$ cat config.mk
export PLATFORM = sky130hd
export DESIGN_NAME = device_count_estimator_unit
export DESIGN_NICKNAME = d
export VERILOG_FILES = /design/src/rtl/dce_pkg.sv /design/src/rtl/device_count_estimator_unit.sv /design/src/rtl/dce_ctrl.sv /design/src/rtl/dce_datapath.sv
export SDC_FILE = /design/constraint.sdc
export NUM_CORES = 2
export LEC_CHECK = 0
export BUFFER_PORTS_ARGS = -buffer_cell sky130_fd_sc_hd__buf_2
export CAP_MARGIN = 0
export CORE_MARGIN = 2
export CORE_UTILIZATION = 35
export CTS_CLUSTER_DIAMETER = 100
export CTS_CLUSTER_SIZE = 28
export DETAILED_ROUTE_END_ITERATION = 12
export REMOVE_ABC_BUFFERS = 1
export SYNTH_ARGS = -nofsm -noshare
export SYNTH_HDL_FRONTEND = slang
export SYNTH_HIERARCHICAL = 1
export SYNTH_SLANG_ARGS = --single-unit
$ cat constraint.sdc
create_clock -name clk -period 9.7 [get_ports clk]
set_clock_uncertainty 0.05 [all_clocks]
set_input_delay 0.485 -clock clk [delete_from_list [all_inputs] [get_ports clk]]
set_output_delay 0.485 -clock clk [all_outputs]
set_load 0.1 [all_outputs]
$ cat src/rtl/dce_pkg.sv
// Package for the device count estimator: sizes, constants, transaction
// structs, controller state encoding and the estimate function.
// Depends on nothing; every other file of the block imports it.
package dce_pkg;

	localparam int TABLE_DEPTH = 256;
	localparam int IDX_W       = $clog2(TABLE_DEPTH);
	localparam int CNT_W       = $clog2(TABLE_DEPTH + 1);
	localparam int ID_W        = 8;
	localparam int CHAN_W      = 8;
	localparam int CRED_W      = 8;
	localparam int SEED_W      = 9;
	localparam int EST_W       = 8;
	localparam int IDX_EXT_W   = IDX_W + ID_W;
	localparam int SEED_CMP_W  = (CNT_W > SEED_W) ? CNT_W : SEED_W;

	localparam logic [CRED_W-1:0] SEED_FIRST      = 8'd3;
	localparam logic [CRED_W-1:0] SEED_LAST       = 8'd5;
	localparam logic [CRED_W-1:0] ANNOUNCE_CREDIT = 8'd5;
	localparam logic [CRED_W-1:0] CREDIT_CAP      = 8'd128;
	localparam logic [CRED_W-1:0] TICK_DEBIT      = 8'd1;
	localparam logic [EST_W-1:0]  EST_FLOOR       = 8'd8;
	localparam logic [EST_W-1:0]  EST_CEIL        = 8'd255;
	localparam logic [SEED_W-1:0] SEED_RESET      = 9'd32;

	localparam logic [1:0] REQ_ANNOUNCE = 2'd0;
	localparam logic [1:0] REQ_TICK     = 2'd1;
	localparam logic [1:0] REQ_RESEED   = 2'd2;

	typedef struct packed {
		logic [1:0]        req_type;
		logic [ID_W-1:0]   device_id;
		logic [CHAN_W-1:0] chan_type;
	} req_item_t;

	typedef struct packed {
		logic [EST_W-1:0]  estimate;
		logic [CHAN_W-1:0] worst_chan;
		logic              chan_changed;
	} rsp_item_t;

	typedef enum logic [2:0] {
		ST_CLEAR,
		ST_IDLE,
		ST_ANNOUNCE,
		ST_TICK,
		ST_SEED,
		ST_REPORT
	} state_t;

	typedef struct packed {
		logic accept;
		logic ann_commit;
		logic tick_step;
		logic seed_step;
		logic seed_clear;
		logic report_load;
	} cmd_t;

	typedef struct packed {
		logic tick_last;
		logic seed_last;
	} status_t;

	// Estimate from the exact live count: max(8, min(255, 1 + C + C*C/256)),
	// where C is the live count saturated at 255.
	function automatic logic [EST_W-1:0] estimate_of(input logic [CNT_W-1:0] count);
		logic [CNT_W+7:0] count_ext;
		logic [7:0]       c;
		logic [15:0]      sq;
		logic [9:0]       v;
		count_ext = {8'b0, count};
		c = (count_ext > (CNT_W + 8)'(255)) ? 8'd255 : count_ext[7:0];
		sq = c * c;
		v = 10'd1 + {2'b0, c} + {2'b0, sq[15:8]};
		if (v > {2'b0, EST_CEIL}) begin
			v = {2'b0, EST_CEIL};
		end
		if (v < {2'b0, EST_FLOOR}) begin
			v = {2'b0, EST_FLOOR};
		end
		return v[EST_W-1:0];
	endfunction

endpackage

$ cat src/rtl/device_count_estimator_unit.sv
// Top level of the device count estimator: controller plus datapath.
// Depends on dce_pkg, dce_ctrl and dce_datapath.
//
// The block keeps one credit counter per device id and returns, for every
// request transaction on the req channel, one result transaction on the rsp
// channel with the estimated device count and the slowest channel type seen.
// Both channels use valid/ready; cfg is a write-only channel for the seed
// count and is always ready, so a write lands at the edge its valid is high.
//
// An announcement is accepted and its counter is read from the table memory;
// once the output register is free, the updated counter is written back and
// the result register loads, which raises rsp_valid. A tick walks the whole
// table through the single read port and single write port, one entry a
// cycle; a reseed writes one entry a cycle. An unused request code goes
// straight to reporting. One request is worked on at a time; req_ready is
// high only while idle.
//
// After reset the controller sweeps zeros through every table entry with
// req_ready low; cfg writes are still taken meanwhile. When the receiver
// stalls, the result waits in the output register; a new request is still
// accepted, and its result waits until the register frees.
module device_count_estimator_unit (
	input  logic                       clk,
	input  logic                       arst_n,
	input  logic                       req_valid,
	output logic                       req_ready,
	input  dce_pkg::req_item_t         req,
	output logic                       rsp_valid,
	input  logic                       rsp_ready,
	output dce_pkg::rsp_item_t         rsp,
	input  logic                       cfg_valid,
	output logic                       cfg_ready,
	input  logic [dce_pkg::SEED_W-1:0] cfg_data
);
	import dce_pkg::*;

	cmd_t    cmd;
	status_t status;

	// The seed register can be written at any time.
	assign cfg_ready = 1'b1;

	dce_ctrl u_ctrl (
		.clk       (clk),
		.arst_n    (arst_n),
		.req_valid (req_valid),
		.req_type  (req.req_type),
		.req_ready (req_ready),
		.rsp_valid (rsp_valid),
		.rsp_ready (rsp_ready),
		.status    (status),
		.cmd       (cmd)
	);

	dce_datapath u_datapath (
		.clk      (clk),
		.arst_n   (arst_n),
		.cmd      (cmd),
		.status   (status),
		.req_data (req),
		.cfg_we   (cfg_valid && cfg_ready),
		.cfg_data (cfg_data),
		.rsp_data (rsp)
	);

endmodule

$ cat src/rtl/dce_ctrl.sv
// Controller state machine of the device count estimator.
// Depends on dce_pkg; drives the datapath through cmd_t and reads status_t.
module dce_ctrl (
	input  logic             clk,
	input  logic             arst_n,
	input  logic             req_valid,
	input  logic [1:0]       req_type,
	output logic             req_ready,
	output logic             rsp_valid,
	input  logic             rsp_ready,
	input  dce_pkg::status_t status,
	output dce_pkg::cmd_t    cmd
);
	import dce_pkg::*;

	state_t state_q;
	state_t state_d;
	logic   rsp_valid_q;
	logic   slot_free;

	// The output register can take a new result when empty or being drained.
	assign slot_free = !rsp_valid_q || rsp_ready;
	assign rsp_valid = rsp_valid_q;

	always_comb begin
		state_d = state_q;
		unique case (state_q)
			ST_CLEAR: begin
				if (status.seed_last) begin
					state_d = ST_IDLE;
				end
			end
			ST_IDLE: begin
				if (req_valid) begin
					case (req_type)
						REQ_ANNOUNCE: state_d = ST_ANNOUNCE;
						REQ_TICK:     state_d = ST_TICK;
						REQ_RESEED:   state_d = ST_SEED;
						default:      state_d = ST_REPORT;
					endcase
				end
			end
			ST_ANNOUNCE: begin
				if (slot_free) begin
					state_d = ST_IDLE;
				end
			end
			ST_TICK: begin
				if (status.tick_last) begin
					state_d = ST_REPORT;
				end
			end
			ST_SEED: begin
				if (status.seed_last) begin
					state_d = ST_REPORT;
				end
			end
			ST_REPORT: begin
				if (slot_free) begin
					state_d = ST_IDLE;
				end
			end
			default: state_d = ST_IDLE;
		endcase
	end

	always_comb begin
		cmd       = '0;
		req_ready = 1'b0;
		unique case (state_q)
			ST_CLEAR: begin
				cmd.seed_step  = 1'b1;
				cmd.seed_clear = 1'b1;
			end
			ST_IDLE: begin
				req_ready  = 1'b1;
				cmd.accept = req_valid;
			end
			ST_ANNOUNCE: begin
				cmd.ann_commit = slot_free;
			end
			ST_TICK: begin
				cmd.tick_step = 1'b1;
			end
			ST_SEED: begin
				cmd.seed_step = 1'b1;
			end
			ST_REPORT: begin
				cmd.report_load = slot_free;
			end
			default: begin
				cmd = '0;
			end
		endcase
	end

	always_ff @(posedge clk or negedge arst_n) begin
		if (!arst_n) begin
			state_q     <= ST_CLEAR;
			rsp_valid_q <= 1'b0;
		end else begin
			state_q <= state_d;
			if (cmd.ann_commit || cmd.report_load) begin
				rsp_valid_q <= 1'b1;
			end else if (rsp_ready) begin
				rsp_valid_q <= 1'b0;
			end
		end
	end

endmodule

$ cat src/rtl/dce_datapath.sv
// Datapath of the device count estimator: credit table memory, table walker,
// live count, worst channel, seed register and the result register.
// Depends on dce_pkg; controlled by dce_ctrl through cmd_t.
module dce_datapath (
	input  logic                       clk,
	input  logic                       arst_n,
	input  dce_pkg::cmd_t              cmd,
	output dce_pkg::status_t           status,
	input  dce_pkg::req_item_t         req_data,
	input  logic                       cfg_we,
	input  logic [dce_pkg::SEED_W-1:0] cfg_data,
	output dce_pkg::rsp_item_t         rsp_data
);
	import dce_pkg::*;

	logic [CRED_W-1:0] credit_mem [TABLE_DEPTH];
	logic [CRED_W-1:0] rd_data_q;
	logic              rd_en;
	logic [IDX_W-1:0]  rd_addr;
	logic              wr_en;
	logic [IDX_W-1:0]  wr_addr;
	logic [CRED_W-1:0] wr_data;

	logic [SEED_W-1:0] seed_q;
	logic [CNT_W-1:0]  count_q;
	logic [CNT_W-1:0]  walk_idx_q;
	logic [CNT_W-1:0]  live_acc_q;
	logic              walk_wr_s1;
	logic [IDX_W-1:0]  walk_addr_s1;
	logic [CRED_W-1:0] seed_pat_q;
	logic [CHAN_W-1:0] worst_q;

	logic [IDX_W-1:0]  ann_addr_q;
	logic              ann_hit_q;
	logic [CHAN_W-1:0] chan_q;
	rsp_item_t         rsp_q;

	logic [IDX_EXT_W-1:0]  id_ext;
	logic [IDX_W-1:0]      req_addr;
	logic                  req_hit;
	logic [IDX_W-1:0]      walk_addr;
	logic                  walk_in_table;
	logic [SEED_CMP_W-1:0] seed_ext;
	logic [SEED_CMP_W-1:0] seed_n;
	logic                  seed_hit;
	logic [CRED_W:0]       cred_sum;
	logic [CRED_W-1:0]     ann_credit;
	logic [CNT_W-1:0]      count_ann;
	logic                  chan_up;
	logic [CHAN_W-1:0]     worst_next;
	logic                  tick_live;
	logic [CRED_W-1:0]     tick_credit;
	logic [CNT_W-1:0]      tick_total;

	// Device ids beyond the table carry no credit.
	assign id_ext   = {IDX_W'(0), req_data.device_id};
	assign req_addr = id_ext[IDX_W-1:0];
	assign req_hit  = id_ext < IDX_EXT_W'(TABLE_DEPTH);

	assign walk_addr     = walk_idx_q[IDX_W-1:0];
	assign walk_in_table = walk_idx_q < CNT_W'(TABLE_DEPTH);

	assign seed_ext = SEED_CMP_W'(seed_q);
	assign seed_n   = (seed_ext > SEED_CMP_W'(TABLE_DEPTH)) ? SEED_CMP_W'(TABLE_DEPTH) : seed_ext;
	assign seed_hit = !cmd.seed_clear && (SEED_CMP_W'(walk_idx_q) < seed_n);

	assign cred_sum   = {1'b0, rd_data_q} + {1'b0, ANNOUNCE_CREDIT};
	assign ann_credit = (cred_sum > {1'b0, CREDIT_CAP}) ? CREDIT_CAP : cred_sum[CRED_W-1:0];
	assign count_ann  = count_q + CNT_W'(ann_hit_q && (rd_data_q == '0));
	assign chan_up    = chan_q > worst_q;
	assign worst_next = chan_up ? chan_q : worst_q;

	assign tick_live   = rd_data_q > TICK_DEBIT;
	assign tick_credit = tick_live ? (rd_data_q - TICK_DEBIT) : '0;
	assign tick_total  = live_acc_q + CNT_W'(walk_wr_s1 && tick_live);

	assign status.tick_last = walk_idx_q == CNT_W'(TABLE_DEPTH);
	assign status.seed_last = walk_idx_q == CNT_W'(TABLE_DEPTH - 1);

	assign rd_en   = (cmd.accept && (req_data.req_type == REQ_ANNOUNCE)) ||
	                 (cmd.tick_step && walk_in_table);
	assign rd_addr = cmd.tick_step ? walk_addr : req_addr;

	always_comb begin
		wr_en   = 1'b0;
		wr_addr = walk_addr;
		wr_data = '0;
		if (cmd.ann_commit) begin
			wr_en   = ann_hit_q;
			wr_addr = ann_addr_q;
			wr_data = ann_credit;
		end else if (cmd.tick_step) begin
			wr_en   = walk_wr_s1;
			wr_addr = walk_addr_s1;
			wr_data = tick_credit;
		end else if (cmd.seed_step) begin
			wr_en   = 1'b1;
			wr_addr = walk_addr;
			wr_data = seed_hit ? seed_pat_q : '0;
		end
	end

	always_ff @(posedge clk) begin
		if (wr_en) begin
			credit_mem[wr_addr] <= wr_data;
		end
	end

	always_ff @(posedge clk) begin
		if (rd_en) begin
			rd_data_q <= credit_mem[rd_addr];
		end
	end

	always_ff @(posedge clk) begin
		if (cmd.accept) begin
			ann_addr_q <= req_addr;
			ann_hit_q  <= req_hit;
			chan_q     <= req_data.chan_type;
		end
		if (cmd.ann_commit) begin
			rsp_q.estimate     <= estimate_of(count_ann);
			rsp_q.worst_chan   <= worst_next;
			rsp_q.chan_changed <= chan_up;
		end else if (cmd.report_load) begin
			rsp_q.estimate     <= estimate_of(count_q);
			rsp_q.worst_chan   <= worst_q;
			rsp_q.chan_changed <= 1'b0;
		end
	end

	always_ff @(posedge clk or negedge arst_n) begin
		if (!arst_n) begin
			seed_q       <= SEED_RESET;
			count_q      <= '0;
			worst_q      <= '0;
			walk_idx_q   <= '0;
			live_acc_q   <= '0;
			walk_wr_s1   <= 1'b0;
			walk_addr_s1 <= '0;
			seed_pat_q   <= SEED_FIRST;
		end else begin
			if (cfg_we) begin
				seed_q <= cfg_data;
			end
			if (cmd.ann_commit) begin
				count_q <= count_ann;
				worst_q <= worst_next;
			end
			// The tick walk reads one entry a cycle and writes it back in the next cycle.
			if (cmd.tick_step) begin
				if (status.tick_last) begin
					walk_idx_q <= '0;
					walk_wr_s1 <= 1'b0;
					live_acc_q <= '0;
					count_q    <= tick_total;
				end else begin
					walk_idx_q   <= walk_idx_q + CNT_W'(1);
					walk_wr_s1   <= 1'b1;
					walk_addr_s1 <= walk_addr;
					live_acc_q   <= tick_total;
				end
			end
			if (cmd.seed_step) begin
				if (status.seed_last) begin
					walk_idx_q <= '0;
					seed_pat_q <= SEED_FIRST;
					count_q    <= cmd.seed_clear ? '0 : CNT_W'(seed_n);
				end else begin
					walk_idx_q <= walk_idx_q + CNT_W'(1);
					seed_pat_q <= (seed_pat_q == SEED_LAST) ? SEED_FIRST :
					              seed_pat_q + CRED_W'(1);
				end
			end
		end
	end

	assign rsp_data = rsp_q;

endmodule

==> metrics.md <==
| Metric | Value |
|---|---|
| Commonest non-fill, non-tap cells in the layout | `edfxtp_1 (2089), mux4_2 (512), nor2_1 (384)` |
| H-tree depth | `3` |
| Yosys cell types | `75` |
| Synth Flop Type | `edfxtp_1` |
| Slew HR | `12.20%` |
| DRT Pass-1 Iters | `5` |
| Worst Setup End Kind | `register` |
| Final worst-path cycle share | `93.36%` |
| R2R Path End | `u_datapath/rsp_data[9]` |
| Leakage | `around 30 nW` |
| Crit path DAT | `9.47 ns` |
| Placed Instances | `7992` |
| Wire per inst | `25.74 um` |
| DR vias/cell | `around 5.4` |
| Critical path startpoint category | `register` |
| Worst Path Required | `10.12 ns` |
| Yosys warnings | `6` |
| GRT met3 Usage | `around 2.7%` |
| Max Slew Vio Count | `0` |
| Post-Synth Simple-Gate Area | `4.083%` |
| First-pass GRT wire length | `approximately 310000 um` |
| Tmin final | `9.056 ns` |
| Clock tree from TritonCTS | `built` |
| Crit path max fanout | `10` |
| Hold Fails Final Rpt | `0` |
| Worst hold slack | `0.1131 ns` |
| Largest net degree at the start of global routing | `229` |
| GRT busiest layer | `met2` |
| Post-Syn Area | `~89000 sq um` |
| Final TNS setup | `0 ns` |
| CP startpoint | `u_datapath/rd_data_q[2]` |
| Number of synthesized flops with an enable pin | `around 2100` |
| Core Footprint | `254200 sq um` |
| Average size of a mapped cell | `between 15 and 20 sq um` |
| Post-synth ARST share | `approximately 3%` |
| Top-Level Pins | `52` |
| Cell Count, Final, Fillers Out | `~8200` |
| Adder-Cell Fraction of Synth Area | `2.496%` |
| GRT Resource Usage Total | `about 16%` |
| Multiplexer area fraction after synthesis | `14.69%` |
| Max VDD drop | `0.0003092 V` |
| Die Height | `between 500 and 600 um` |
| Critical path endpoint | `u_datapath/rsp_data[9]` |
| Layout cell share with drive strength beyond 1 | `16.44%` |
| Final #Nets | `4928` |
| # DRC | `0` |
| Synth top area cells | `edfxtp_1 (70%), mux4_2 (13%), dfrtp_1 (1.7%), mux2i_1 (1.6%), nor2_1 (1.6%)` |
| Reg2reg path depth | `31` |
| XOR/XNOR Fraction of Synth Area | `less than 1%` |
| Yosys top cell by area | `edfxtp_1` |
| Area of the die | `between 200000 and 300000 sq um` |
| Routability cong. | `0.8186` |
| Reg2reg setup slack | `0.64 ns` |
| Cell mode on critical path | `ha_1` |
| Std cell rows | `185` |
| # Max-Cap Violations | `0` |
| Worst-path clk slew | `0.11 ns` |
| Flops & latches, synth | `around 2200` |
| Clock Path Buffers | `3` |
| Initial core utilization | `between 30% and 40%` |
| CTS Sinks | `2154` |
| Cells after Synth | `approximately 4800` |
| Slowest CP cell | `edfxtp_1` |
| # port buffers | `50` |
| FILL cells | `23020` |
| Status | `completed` |
| Sequential fraction of the synthesis area | `71.97%` |
| Unrepaired setup endpoints after global routing | `no` |
| Met2 Use GR | `approximately 25%` |
| Worst Hold Class | `primary input to asynchronous set/reset pin` |
| Vias in the first global route | `44470` |
| Compound-Gate Fraction of Synth Area | `4.064%` |
| Clock root buffer | `clkbuf_16` |
| Largest family of logic cells by synthesized area | `multiplexers` |
| Origin of the critical flop-to-flop path | `u_datapath/rd_data_q[2]` |
| Gr ovfl total | `0` |
| Routing usage on met1 | `22.90%` |
| Antenna violations before repair | `12` |
| Commonest non-fill, non-tap cell in the layout | `edfxtp_1` |
| Area grow syn2layout | `7.777%` |
| Critical path type | `register to register` |
| Routed vias | `44230` |
| Crit-path max cell delay | `0.58 ns` |
| Fmax | `110.4 MHz` |
| Post CTS Setup Buffer Count | `0` |
| DRT Wirelength | `209900 um` |
| Number of setup violations in the final report | `0` |
| Clock insertion delay at the later pin of the skew report | `slightly below 0.8 ns` |
| ANT nets after route | `0` |
| Worst slew pin tran | `approximately 1.3 ns` |
| DP Wirelength | `roughly 120000 um` |
| Area share of the largest cell type after synthesis | `70.14%` |
| PD cells | `240.5 nW/um^2` |
| Initial DRC Count | `4820` |
| Die X | `509.5 um` |
| TritonCTS Buffers | `roughly 90` |
[registers in the layout, summed over array words and instances, names as in the netlist]
register                 count
u_datapath/seed_pat_q        8
u_datapath/seed_ext          9
u_datapath/worst_q           8
u_datapath/walk_addr_s1      8
u_datapath/rsp_data         17
u_ctrl/state_q               3
u_datapath/rd_data_q         8
u_datapath/walk_wr_s1        1
u_ctrl/rsp_valid             1
u_datapath/ann_addr_q        8
u_datapath/count_q           9
u_datapath/live_acc_q        9
u_datapath/credit_mem     2048
u_datapath/chan_q            8
u_datapath/walk_idx_q        9
[layout make-up]
cell class	count	area (sq um)	share of cell area, %
multi-input cells	2238	23420	24.30
clock buffers	114	2364	2.452
flip-flops and latches	2154	64360	66.77
clock inverters	20	345.3	0.3583
diodes	2	5.005	0.005193
repair buffers	139	1214	1.259
inverters	123	461.7	0.4790
well taps	3366	4212	4.370
[worst min-delay path by stage]
stage	startpoint	to	slack, ns	cells past startpoint
2_1_floorplan	arst_n	u_ctrl/rsp_valid	0.14	0
3_3_place_gp	arst_n	u_datapath/worst_q[4]	0.35	1
3_5_place_dp	arst_n	u_datapath/worst_q[6]	0.36	1
4_1_cts	req[17]	u_ctrl/state_q[1]	0.03	4
5_1_grt	arst_n	u_datapath/worst_q[6]	0.08	2
6_report	arst_n	u_datapath/worst_q[5]	0.11	2
[metrics by stage]
step	setup WS (ns)	instance area, sq um	utilization (%)	power [W]
6_report	0.6444	96380	37.92	0.02318
5_1_grt	0.03794	96380	37.92	0.02407
4_1_cts	0.7882	96380	37.92	0.02337
3_5_place_dp	0.8379	93390	36.75	0.01873
3_3_place_gp	0.9692	93390	36.75	0.01859
2_1_floorplan	-42.79	88040	-	0.01845
[metal layers]
layer | vias to the layer above | share of wire (%) | routed length (um)
li1 | 18930 | - | -
met1 | 23700 | 44 | 91720
met2 | 1371 | 47 | 99240
met3 | 222 | 6.7 | 14080
met4 | 2 | 2.3 | 4890
met5 | - | 0.0062 | 13
[Yosys cell counts, types with 30 or more instances]
cell and n:
edfxtp_1 2089, mux4_2 512, nor2_1 385, a21oi_1 191, mux2i_1 147, clkbuf_1 140
nor2b_1 138, nand2_1 135, a211oi_1 131, inv_1 121, ha_1 100, buf_2 81
a22oi_1 66, dfrtp_1 62, o21ai_0 56, fa_1 49, xnor2_1 35, nand3_1 34
buf_6 30
[timing repair]
item,CTS,global route
setup endpoints to repair,0,0
gates resized for setup,0,0
hold buffers,28,0
endpoints found under the hold margin,39,0
[worst max-delay path, delay by kind of cell, from the launching register on]
| family | cells | cell delay (ns) |
|---|---|---|
| AOI/OAI and AO/OA | 8 | 2.24 |
| xor gates and xnor gates | 1 | 0.27 |
| adders and majority gates | 8 | 2.68 |
| buffers and inverters | 4 | 0.39 |
| DFF | 1 | 0.58 |
| and+or+nand+nor | 10 | 2.53 |
[power breakdown]
part           internal (W)  leakage (nW)  total (W)  switching, W
clock               0.00185          1.30    0.00470       0.00285
sequential           0.0119          20.0     0.0120      0.000161
combinational       0.00195          8.79    0.00646       0.00451
[cell families (layout without fill, tap and decap cells)]
family / after synthesis / after routing
other: 1 / 3
buffers and inverters: 394 / 396
adders and majority gates: 149 / 149
and+or+nand+nor: 795 / 795
DFF: 2154 / 2154
muxes: 671 / 671
AOI/OAI and AO/OA: 559 / 559
xor gates and xnor gates: 63 / 63
No activity file was read; power rests on OpenSTA's default activity.
